--- src/rtl/rsti_pkg.sv ---
package rsti_pkg;

  // Field widths fixed by the interface.
  localparam int CHAR_W  = 8;
  localparam int RADIX_W = 5;
  localparam int VALUE_W = 32;
  localparam int DIGIT_W = 4;

  // Character codes and radix limits.
  localparam logic [CHAR_W-1:0]  CHAR_MINUS   = 8'h2D;
  localparam logic [CHAR_W-1:0]  CHAR_ZERO    = 8'h30;
  localparam logic [CHAR_W-1:0]  CHAR_NINE    = 8'h39;
  localparam logic [CHAR_W-1:0]  CHAR_UPPER_A = 8'h41;
  localparam logic [CHAR_W-1:0]  CHAR_UPPER_F = 8'h46;
  localparam logic [RADIX_W-1:0] RADIX_RESET  = 5'd10;
  localparam logic [RADIX_W-1:0] RADIX_MAX    = 5'd16;

  // Decoded digit: ok is low for any character that is not a digit.
  typedef struct packed {
    logic               ok;
    logic [DIGIT_W-1:0] val;
  } digit_t;

  // One converted result.
  typedef struct packed {
    logic signed [VALUE_W-1:0] value;
    logic                      error;
  } result_t;

  // Maps '0'-'9' to 0..9 and 'A'-'F' to 10..15.
  function automatic digit_t digit_of(input logic [CHAR_W-1:0] c);
    digit_t d;
    logic [CHAR_W-1:0] ofs;
    d   = '0;
    ofs = '0;
    if (c >= CHAR_ZERO && c <= CHAR_NINE) begin
      ofs   = c - CHAR_ZERO;
      d.ok  = 1'b1;
      d.val = ofs[DIGIT_W-1:0];
    end else if (c >= CHAR_UPPER_A && c <= CHAR_UPPER_F) begin
      ofs   = c - CHAR_UPPER_A + 8'd10;
      d.ok  = 1'b1;
      d.val = ofs[DIGIT_W-1:0];
    end
    return d;
  endfunction

endpackage

--- src/rtl/rsti_char_if.sv ---
interface rsti_char_if import rsti_pkg::*; ();
  logic              valid;
  logic              ready;
  logic [CHAR_W-1:0] char_code;
  logic              is_last;

  modport source (output valid, output char_code, output is_last, input ready);
  modport sink   (input valid, input char_code, input is_last, output ready);
endinterface

--- src/rtl/rsti_result_if.sv ---
interface rsti_result_if import rsti_pkg::*; ();
  logic                      valid;
  logic                      ready;
  logic signed [VALUE_W-1:0] value;
  logic                      error;

  modport source (output valid, output value, output error, input ready);
  modport sink   (input valid, input value, input error, output ready);
endinterface

--- src/rtl/radix_string_to_int32_top.sv ---
// Streaming string-to-integer converter. Each char_in transaction carries one
// ASCII character, most significant first, and is_last marks the end of the
// string. An optional leading '-' negates; digits are '0'-'9' and 'A'-'F' and
// must be below the radix held in the configuration register (reset 10, written
// through cfg_wr_en and cfg_wr_data; the user must do so only while no string is in
// flight, unenforced by the block). Each string yields one result_out transaction
// after its final character: the value sign-extended from RESULT_BITS to 32 bits,
// and error, which flags a bad character, a digit not below the radix, a radix above
// 16, or overflow; the value is zero whenever error is set. One character is accepted
// every cycle unless a final one meets a full result register that is not read. The
// clock period is set by the multiply-add of the magnitude by the radix and its limit
// compare, which sit between the input register and the result register.
module radix_string_to_int32_top import rsti_pkg::*; #(
  parameter int RESULT_BITS = 32
) (
  input  logic               clk,
  input  logic               rst,
  input  logic               cfg_wr_en,
  input  logic [RADIX_W-1:0] cfg_wr_data,
  rsti_char_if.sink          char_in,
  rsti_result_if.source      result_out
);

  logic [RADIX_W-1:0] radix;

  logic               in_valid;
  logic [CHAR_W-1:0]  in_char;
  logic               in_last;
  logic               in_advance;

  logic               out_valid;
  result_t            out_result;
  result_t            step_result;

  // Configuration register.
  always_ff @(posedge clk) begin
    if (rst) begin
      radix <= RADIX_RESET;
    end else if (cfg_wr_en) begin
      radix <= cfg_wr_data;
    end
  end

  // A held character moves on unless it is final and a full result slot is not read.
  assign in_advance    = in_valid && (!in_last || !out_valid || result_out.ready);
  assign char_in.ready = !in_valid || in_advance;

  // Input register.
  always_ff @(posedge clk) begin
    if (rst) begin
      in_valid <= 1'b0;
    end else if (char_in.ready) begin
      in_valid <= char_in.valid;
    end
  end

  always_ff @(posedge clk) begin
    if (char_in.ready && char_in.valid) begin
      in_char <= char_in.char_code;
      in_last <= char_in.is_last;
    end
  end

  rsti_accum #(
    .RESULT_BITS (RESULT_BITS)
  ) u_accum (
    .clk       (clk),
    .rst       (rst),
    .step      (in_advance),
    .char_code (in_char),
    .is_last   (in_last),
    .radix     (radix),
    .result    (step_result)
  );

  // Result register.
  always_ff @(posedge clk) begin
    if (rst) begin
      out_valid <= 1'b0;
    end else if (in_advance && in_last) begin
      out_valid <= 1'b1;
    end else if (result_out.ready) begin
      out_valid <= 1'b0;
    end
  end

  always_ff @(posedge clk) begin
    if (in_advance && in_last) begin
      out_result <= step_result;
    end
  end

  assign result_out.valid = out_valid;
  assign result_out.value = out_result.value;
  assign result_out.error = out_result.error;

endmodule

--- src/rtl/rsti_accum.sv ---
module rsti_accum import rsti_pkg::*; #(
  parameter int RESULT_BITS = 32
) (
  input  logic               clk,
  input  logic               rst,
  input  logic               step,
  input  logic [CHAR_W-1:0]  char_code,
  input  logic               is_last,
  input  logic [RADIX_W-1:0] radix,
  output result_t            result
);

  localparam int MAG_W  = RESULT_BITS;
  localparam int WIDE_W = RESULT_BITS + RADIX_W;
  localparam logic [MAG_W-1:0] HALF = {1'b1, {(MAG_W-1){1'b0}}};

  logic [MAG_W-1:0]  magnitude;
  logic              negative;
  logic              at_start;
  logic              failed;

  logic [MAG_W-1:0]  magnitude_next;
  logic              negative_next;
  logic              failed_next;

  digit_t            dig;
  logic              is_sign;
  logic              bad_digit;
  logic [MAG_W-1:0]  lim;
  logic [WIDE_W-1:0] acc;
  logic [VALUE_W-1:0] mag_ext;

  // Digit decode, range checks and the multiply-add by the radix.
  always_comb begin
    dig       = digit_of(char_code);
    is_sign   = at_start && (char_code == CHAR_MINUS);
    bad_digit = !dig.ok || (radix > RADIX_MAX) || ({1'b0, dig.val} >= radix);
    lim       = negative ? HALF : HALF - 1'b1;
    acc       = WIDE_W'(magnitude) * WIDE_W'(radix) + WIDE_W'(dig.val);

    magnitude_next = magnitude;
    negative_next  = negative;
    failed_next    = failed;
    if (is_sign) begin
      negative_next = 1'b1;
    end else if (bad_digit) begin
      failed_next = 1'b1;
    end else if (acc > WIDE_W'(lim)) begin
      // Saturate at the range limit for the sign.
      magnitude_next = lim;
      failed_next    = 1'b1;
    end else begin
      magnitude_next = acc[MAG_W-1:0];
    end
  end

  // Result for a final character; the value is forced to zero on error.
  always_comb begin
    mag_ext      = VALUE_W'(magnitude_next);
    result.error = failed_next;
    if (failed_next) begin
      result.value = '0;
    end else if (negative_next) begin
      result.value = -mag_ext;
    end else begin
      result.value = mag_ext;
    end
  end

  // String state; a final character clears it for the next string.
  always_ff @(posedge clk) begin
    if (rst) begin
      magnitude <= '0;
      negative  <= 1'b0;
      at_start  <= 1'b1;
      failed    <= 1'b0;
    end else if (step) begin
      if (is_last) begin
        magnitude <= '0;
        negative  <= 1'b0;
        at_start  <= 1'b1;
        failed    <= 1'b0;
      end else begin
        magnitude <= magnitude_next;
        negative  <= negative_next;
        at_start  <= 1'b0;
        failed    <= failed_next;
      end
    end
  end

endmodule

--- src/flat_wrapper.sv ---
// flat-port wrapper written by rule: the top's interface ports become plain ports
module radix_string_to_int32_top_flat import rsti_pkg::*;
#(
  parameter int RESULT_BITS = 32
)
  (clk, rst, cfg_wr_en, cfg_wr_data, char_in_valid, char_in_char_code, char_in_is_last, char_in_ready, result_out_valid, result_out_value, result_out_error, result_out_ready);
  rsti_char_if char_in_i ();
  rsti_result_if result_out_i ();
  input  logic clk;
  input  logic rst;
  input  logic cfg_wr_en;
  input  logic [RADIX_W-1:0] cfg_wr_data;
  input wire logic [$bits(char_in_i.valid)-1:0] char_in_valid;
  input wire logic [$bits(char_in_i.char_code)-1:0] char_in_char_code;
  input wire logic [$bits(char_in_i.is_last)-1:0] char_in_is_last;
  output wire logic [$bits(char_in_i.ready)-1:0] char_in_ready;
  output wire logic [$bits(result_out_i.valid)-1:0] result_out_valid;
  output wire logic [$bits(result_out_i.value)-1:0] result_out_value;
  output wire logic [$bits(result_out_i.error)-1:0] result_out_error;
  input wire logic [$bits(result_out_i.ready)-1:0] result_out_ready;
  assign char_in_i.valid = char_in_valid;
  assign char_in_i.char_code = char_in_char_code;
  assign char_in_i.is_last = char_in_is_last;
  assign char_in_ready = char_in_i.ready;
  assign result_out_valid = result_out_i.valid;
  assign result_out_value = result_out_i.value;
  assign result_out_error = result_out_i.error;
  assign result_out_i.ready = result_out_ready;
  radix_string_to_int32_top #(.RESULT_BITS(RESULT_BITS)) u_core (.clk(clk), .rst(rst), .cfg_wr_en(cfg_wr_en), .cfg_wr_data(cfg_wr_data), .char_in(char_in_i), .result_out(result_out_i));
endmodule
--- config.mk ---
export PLATFORM = sky130hd
export DESIGN_NAME = radix_string_to_int32_top_flat
export DESIGN_NICKNAME = d
export VERILOG_FILES = /design/src/rtl/rsti_pkg.sv /design/src/rtl/rsti_char_if.sv /design/src/rtl/rsti_result_if.sv /design/src/rtl/radix_string_to_int32_top.sv /design/src/rtl/rsti_accum.sv /design/src/flat_wrapper.sv
export SDC_FILE = /design/constraint.sdc
export NUM_CORES = 1
export LEC_CHECK = 0
export ABC_CLOCK_PERIOD_IN_PS = 7800
export BUFFER_PORTS_ARGS = -buffer_cell sky130_fd_sc_hd__buf_2
export CAP_MARGIN = 20
export CORE_MARGIN = 1.5
export CORE_UTILIZATION = 55
export DETAILED_ROUTE_END_ITERATION = 7
export GPL_TIMING_DRIVEN = 0
export PLACE_DENSITY = 0.74
export SYNTH_ARGS = -nofsm -noshare
export SYNTH_HDL_FRONTEND = slang
export SYNTH_SLANG_ARGS = --single-unit
--- constraint.sdc ---
create_clock -name clk -period 7.8 [get_ports clk]
set_input_delay 1.56 -clock clk [delete_from_list [all_inputs] [get_ports clk]]
set_output_delay 1.56 -clock clk [all_outputs]
set_load 0.01 [all_outputs]
==> impl_metrics.env, run 1 <==
export IMPL_syn_inst=1297
export IMPL_crit_buf_inv=6
export IMPL_required_ns=8.00
export IMPL_cp_arrival_ns=8.80
export IMPL_io_buffers=51
export IMPL_synth_compound_area_share_pct=16.5
export IMPL_syn_avg_cell_area_sq_um=8.39
export IMPL_switchingPower_uw=293
export IMPL_start_util_pct=56.1
export IMPL_drc_errors=34
export IMPL_yosys_area_share_adder_pct=30.4
export IMPL_fin_area_sq_um=13500
export IMPL_cts_inserted_buffers=9
export IMPL_tns_ns=-16.95
export IMPL_p_comb_share_pct=13.7
export IMPL_async_reset_ff_share_pct=0
export IMPL_viasPerCell=6.38
export IMPL_synth_area_sq_um=10900
export IMPL_setup_worst_path_end="u_core.result_out.value[28]"
export IMPL_die_h_um=144
export IMPL_max_slew_margin_pct=16.8
export IMPL_max_vdd_ir_drop_uv=112
export IMPL_max_stage_delay_ns=0.52
export IMPL_synth_top_family_by_area="adder cells"
export IMPL_antenna_found_initial=1
export IMPL_firstDrtPassIters=8
export IMPL_fmax_mhz=116
export IMPL_fin_crit_sh_pct=110
export IMPL_synth_flop_cell="edfxtp_1"
export IMPL_track_usage_pct=33.0
export IMPL_synth_xor_area_share_pct=4.35
export IMPL_grt_max_degree=36
export IMPL_cts_root_buffer="clkbuf_16"
export IMPL_total_power_uw=1090
export IMPL_crit_type="reg2reg"
export IMPL_clkLatencyLatePin_ns=0.35
export IMPL_holdPathStages=2
export IMPL_violations="DRC, setup timing"
export IMPL_core_sq_um=19400
export IMPL_cts_sinks=84
export IMPL_routabilityCongestion=0.973
export IMPL_p_leak_uw=0.00624
export IMPL_synth_top_cell_by_area="fa_1"
export IMPL_p_int_uw=799
export IMPL_wl_um=35600
export IMPL_min_from="u_core.u_accum.at_start"
export IMPL_final_hold_viol_count=0
export IMPL_synth_edf_count=42
export IMPL_drtIter0Drc=1405
export IMPL_syn_nets=1524
export IMPL_use_met3_pct=9.20
export IMPL_grt_pass1_wl_um=51500
export IMPL_fillers=1497
export IMPL_pwr_share_clk_pct=42.2
export IMPL_synth_distinct_cells=84
export IMPL_final_cell_mix="164 x nand2_1, 121 x nor2_1, 101 x ha_1"
export IMPL_hold_buffers=0
export IMPL_grt_use_met1_pct=42.8
export IMPL_avgRoutedWirePerCell_um=21.0
export IMPL_cts_htree_levels=3
export IMPL_synth_top_area_share_pct=17.3
export IMPL_period_needed_ns=8.60
export IMPL_powerDensity_nw_per_um2=81.1
export IMPL_grt_ovfl_total=0
export IMPL_crit_top_cell="inv_2"
export IMPL_r2r_end="u_core.result_out.value[28]"
export IMPL_rsz0062_at_grt="true"
export IMPL_mostFrequentLayoutCell="nand2_1"
export IMPL_drv_slew=0
export IMPL_muxShareOfSynthArea_pct=0.414
export IMPL_core_rowCount=51
export IMPL_grt_busiest_layer="met2"
export IMPL_synth_simple_gate_area_share_pct=23.2
export IMPL_fin_skew_ns=0.00859
export IMPL_final_nets=1651
export IMPL_worstSetupPathDepth=40
export IMPL_crit_path_start="u_core.in_char[0]"
export IMPL_worst_pin_slew_ns=1.25
export IMPL_dpl_cell_area_sq_um=11600
export IMPL_die_area_sq_um=20600
export IMPL_grt_pass1_vias=9767
export IMPL_yosysWarnings=0
export IMPL_crit_path_end_kind="flip-flop"
export IMPL_synth_seq_area_share_pct=19.3
export IMPL_switching_share_pct=26.8
export IMPL_clk_pin_slew_ns=0.06
export IMPL_cp_start_kind="flip-flop"
export IMPL_drtAntennaViolNets=0
export IMPL_seqPwrFrac_pct=44.1
export IMPL_ff2ff_path_depth=40
export IMPL_antennaDiodeCount=0
export IMPL_tritoncts="built"
export IMPL_vias=10800
export IMPL_r2r_slack_ns=-0.80
export IMPL_status="finished with violations"
export IMPL_worst_slack_ns=-0.803
export IMPL_drive_gt1_share_pct=22.9
export IMPL_synth_area_leaders="fa_1 17%, ha_1 13%, edfxtp_1 12%, dfxtp_1 7.7%, nand2_1 5.8%"
export IMPL_dieWidth_um=144
export IMPL_hpwl_um=25600
export IMPL_drv_cap=0
export IMPL_crit_family="compound AO/OA/AOI/OAI gates"
export IMPL_areaGrowthSynthToFinish_pct=23.7
export IMPL_use_met2_pct=51.7
export IMPL_crit_fanout=7
export IMPL_r2r_start="u_core.in_char[0]"
export IMPL_ys_seq_elements=84
export IMPL_hold_class="reg2reg"
export IMPL_pin_count=54
export IMPL_cts_buffer_depth=2
export IMPL_critPathSlowestCell="fa_1"
export IMPL_setup_viol=33
cell type report:
cell class | instances | area, sq um | share of cell area (%)
multi-input cells | 1056 | 9170 | 68.1
flip-flops and latches | 84 | 2110 | 15.7
inverters | 98 | 368 | 2.73
clock inverters | 6 | 88.8 | 0.660
plain buffers | 52 | 305 | 2.27
clock buffers | 10 | 229 | 1.70
repair buffers | 123 | 855 | 6.35
well taps | 265 | 332 | 2.46
worst min path at each step:
| stage | to | slack [ns] |
|---|---|---|
| final | u_core.u_accum.at_start | 0.49 |
| after global placement | u_core.u_accum.at_start | 0.45 |
| after detailed placement | u_core.u_accum.at_start | 0.46 |
| after global routing | u_core.u_accum.at_start | 0.50 |
| after CTS | u_core.u_accum.at_start | 0.47 |
| after floorplan | u_core.u_accum.at_start | 0.44 |
cell usage after synthesis, drive strengths merged (30+ instances only):
master and count:
o21ai 46, a21oi 112, nand2 168, xnor2 30
ha 114, nand3 35, nor2 131, clkbuf 45
fa 94, inv 98, edfxtp 42, and2 71
dfxtp 42
power by group through the flow:
stage               Clock [uW]  Combinational, uW  Sequential [uW]
finish                     461                149              482
global route               477                155              482
CTS                        458                129              480
detailed placement           0                112              486
global placement             0                109              487
floorplan                    0               71.7              485
sequential cells by signal (all words and copies together), names as in the netlist, 5 cells and up:
signal                    count
u_core.result_out.value      32
u_core.u_accum.magnitude     32
u_core.in_char                8
u_core.radix                  5
routing by layer:
layer / part of all wire [%] / vias up
li1: - / 4766
met1: 38 / 5154
met3: 11 / 199
met2: 46 / 687
met5: 0 / -
met4: 5.5 / 0
tightest hold or removal path, cell delays in order (launching register included):
cell     delay (ns)
dfxtp_1        0.33
nand2_1        0.07
nand2_1        0.05
repair_timing:
action,4_1_cts,5_1_grt
setup endpoints to repair,66,63
gates resized for setup,113,99
buffers inserted,50,22
cloned,0,0
pin swaps,69,83
stage by stage:
stage          util (%)  std cells  setup WS (ns)  hold slack, ns
5_1_grt            69.4       1694         -0.998           0.495
6_report           69.4       1694         -0.803           0.492
3_5_place_dp       59.8       1614          -2.18           0.459
3_3_place_gp       59.6       1613          -2.10           0.449
4_1_cts            66.1       1677         -0.590           0.470
2_1_floorplan         -       1297      0.0000400           0.436
cells by family (layout without fill, tap and decap cells):
kind of cell / count (synthesis) / in the layout
and+or+nand+nor: 512 / 512
adders and majority gates: 208 / 208
muxes: 4 / 4
xor gates and xnor gates: 54 / 54
DFF: 84 / 84
buffers and inverters: 157 / 289
AOI/OAI and AO/OA: 278 / 278
No activity file was read; power rests on OpenSTA's default activity.
==> run 2, diff against run 1 <==
CORE_MARGIN = unset   (was 1.5)
==> impl_metrics.env, run 2 (same netlist as run 1, synthesis figures left out) <==
export IMPL_status="finished with violations"
export IMPL_violations="setup timing"
export IMPL_start_util_pct=56.1
export IMPL_drtAntennaViolNets=0
export IMPL_core_sq_um=19400
export IMPL_hold_buffers=0
export IMPL_drtIter0Drc=1286
export IMPL_routabilityCongestion=0.964
export IMPL_io_buffers=51
export IMPL_dieWidth_um=143
export IMPL_pin_count=54
export IMPL_drive_gt1_share_pct=22.6
export IMPL_crit_fanout=7
export IMPL_min_to="u_core.u_accum.at_start"
export IMPL_hold_class="reg2reg"
export IMPL_die_area_sq_um=20300
export IMPL_fmax_mhz=116
export IMPL_crit_path_end_kind="flip-flop"
export IMPL_required_ns=7.87
export IMPL_vias=10800
export IMPL_r2r_end="u_core.result_out.value[21]"
export IMPL_max_slew_margin_pct=34.3
export IMPL_cts_buffer_depth=2
export IMPL_firstDrtPassIters=6
export IMPL_holdPathStages=2
export IMPL_crit_family="simple AND/OR/NAND/NOR gates"
export IMPL_cts_root_buffer="clkbuf_16"
export IMPL_stdcell_count=1706
export IMPL_tritoncts="built"
export IMPL_drv_slew=0
export IMPL_min_from="u_core.u_accum.at_start"
export IMPL_max_stage_delay_ns=0.56
export IMPL_p_leak_uw=0.00627
export IMPL_cts_sinks=84
export IMPL_fin_crit_sh_pct=111
export IMPL_core_rowCount=51
export IMPL_ff2ff_path_depth=39
export IMPL_final_hold_viol_count=0
export IMPL_final_nets=1662
export IMPL_switching_share_pct=28.4
export IMPL_drv_cap=0
export IMPL_areaGrowthSynthToFinish_pct=23.7
export IMPL_pwr_share_clk_pct=38.5
export IMPL_track_usage_pct=34.0
export IMPL_r2r_start="u_core.in_char[0]"
export IMPL_post_place_cells=1615
export IMPL_p_int_uw=734
export IMPL_grt_max_degree=30
export IMPL_grt_ovfl_total=0
export IMPL_avgRoutedWirePerCell_um=21.0
export IMPL_setup_viol=34
export IMPL_clk_pin_slew_ns=0.06
export IMPL_cp_start_kind="flip-flop"
export IMPL_grt_pass1_vias=10000
export IMPL_rsz0062_at_grt="true"
export IMPL_cp_arrival_ns=8.71
export IMPL_final_cell_mix="162 x nand2_1, 121 x nor2_1, 104 x ha_1"
export IMPL_final_core_util_pct=69.4
export IMPL_wl_um=35800
export IMPL_crit_buf_inv=5
export IMPL_powerDensity_nw_per_um2=76.2
export IMPL_cts_htree_levels=3
export IMPL_seqPwrFrac_pct=47.0
export IMPL_critPathSlowestCell="or4_4"
export IMPL_drc_errors=0
export IMPL_switchingPower_uw=291
export IMPL_max_vdd_ir_drop_uv=121
export IMPL_cts_inserted_buffers=9
export IMPL_p_comb_share_pct=14.6
export IMPL_hpwl_um=26000
export IMPL_crit_type="reg2reg"
export IMPL_worst_slack_ns=-0.838
export IMPL_clkLatencyLatePin_ns=0.35
export IMPL_viasPerCell=6.35
export IMPL_antenna_found_initial=0
export IMPL_die_h_um=143
export IMPL_mostFrequentLayoutCell="nand2_1"
export IMPL_fin_skew_ns=0.0108
export IMPL_holdWs_ns=0.500
export IMPL_grt_pass1_wl_um=52500
export IMPL_period_needed_ns=8.64
export IMPL_worst_pin_slew_ns=0.980
export IMPL_r2r_slack_ns=-0.84
[run 2: changes by cell type in the layout (fill, tap and decap cells not counted), sizes merged]
cell / previous run / this run
diode: 0 / 1
clkbuf: 43 / 44
buf: 142 / 151
clkinv: 3 / 4
bufinv: 2 / 0
clkinvlp: 1 / 3
[run 2: worst register-to-register path, delay by kind of cell, from the launching register on]
family | cells | cell delay [ns]
and+or+nand+nor | 12 | 2.50
DFF | 1 | 0.48
adders and majority gates | 6 | 1.94
xor gates and xnor gates | 2 | 0.57
buffers and inverters | 5 | 0.66
AOI/OAI and AO/OA | 14 | 2.23
[run 2: area by class of cell]
cell class	count	area, sq um
multi-input cells	1056	9080
fillers	1485	5940
flip-flops and latches	84	2110
repair buffers	133	976
inverters	98	368
well taps	265	332
plain buffers	53	318
clock buffers	9	225
clock inverters	7	43.8
diodes	1	2.50
[run 2: metal layers]
layer  GRT usage (%)  share of wire [%]  vias up
met5               0                  0        -
li1                -                  -     4781
met1            43.7                 38     5216
met4            14.9                5.3        0
met3            7.71                 10      186
met2            54.9                 46      653
[run 2: stage by stage]
step	TNS, ns	setup slack, ns	area (sq um)	power (uW)
after detailed placement	-74.98	-2.07	11600	599
final	-19.50	-0.838	13500	1030
after global routing	-26.94	-1.03	13500	1050
after CTS	-11.52	-0.606	12800	996
after global placement	-72.42	-2.06	11600	596
after floorplan	0	0.0000400	11000	556
[run 2: how the worst max path moves through the flow]
stage,start,end,depth (start not counted)
2_1_floorplan,u_core.radix[2],u_core.result_out.value[22],36
3_3_place_gp,u_core.radix[2],u_core.result_out.value[29],32
3_5_place_dp,u_core.radix[2],u_core.result_out.value[23],32
4_1_cts,u_core.in_char[0],u_core.result_out.value[22],42
5_1_grt,u_core.radix[1],u_core.result_out.value[21],31
6_report,u_core.in_char[0],u_core.result_out.value[21],39
[run 2: power by group through the flow]
stage                     Sequential, uW  Clock (uW)  Combinational [uW]
after floorplan                      485           0                71.7
after global placement               486           0                 109
after detailed placement             486           0                 113
after CTS                            480         389                 127
after global routing                 481         407                 158
final                                481         394                 149
[run 2: timing repair]
item | 4_1_cts | 5_1_grt
setup endpoints to repair | 66 | 63
resized for setup | 103 | 90
pin swaps | 64 | 81
setup buffers | 51 | 29
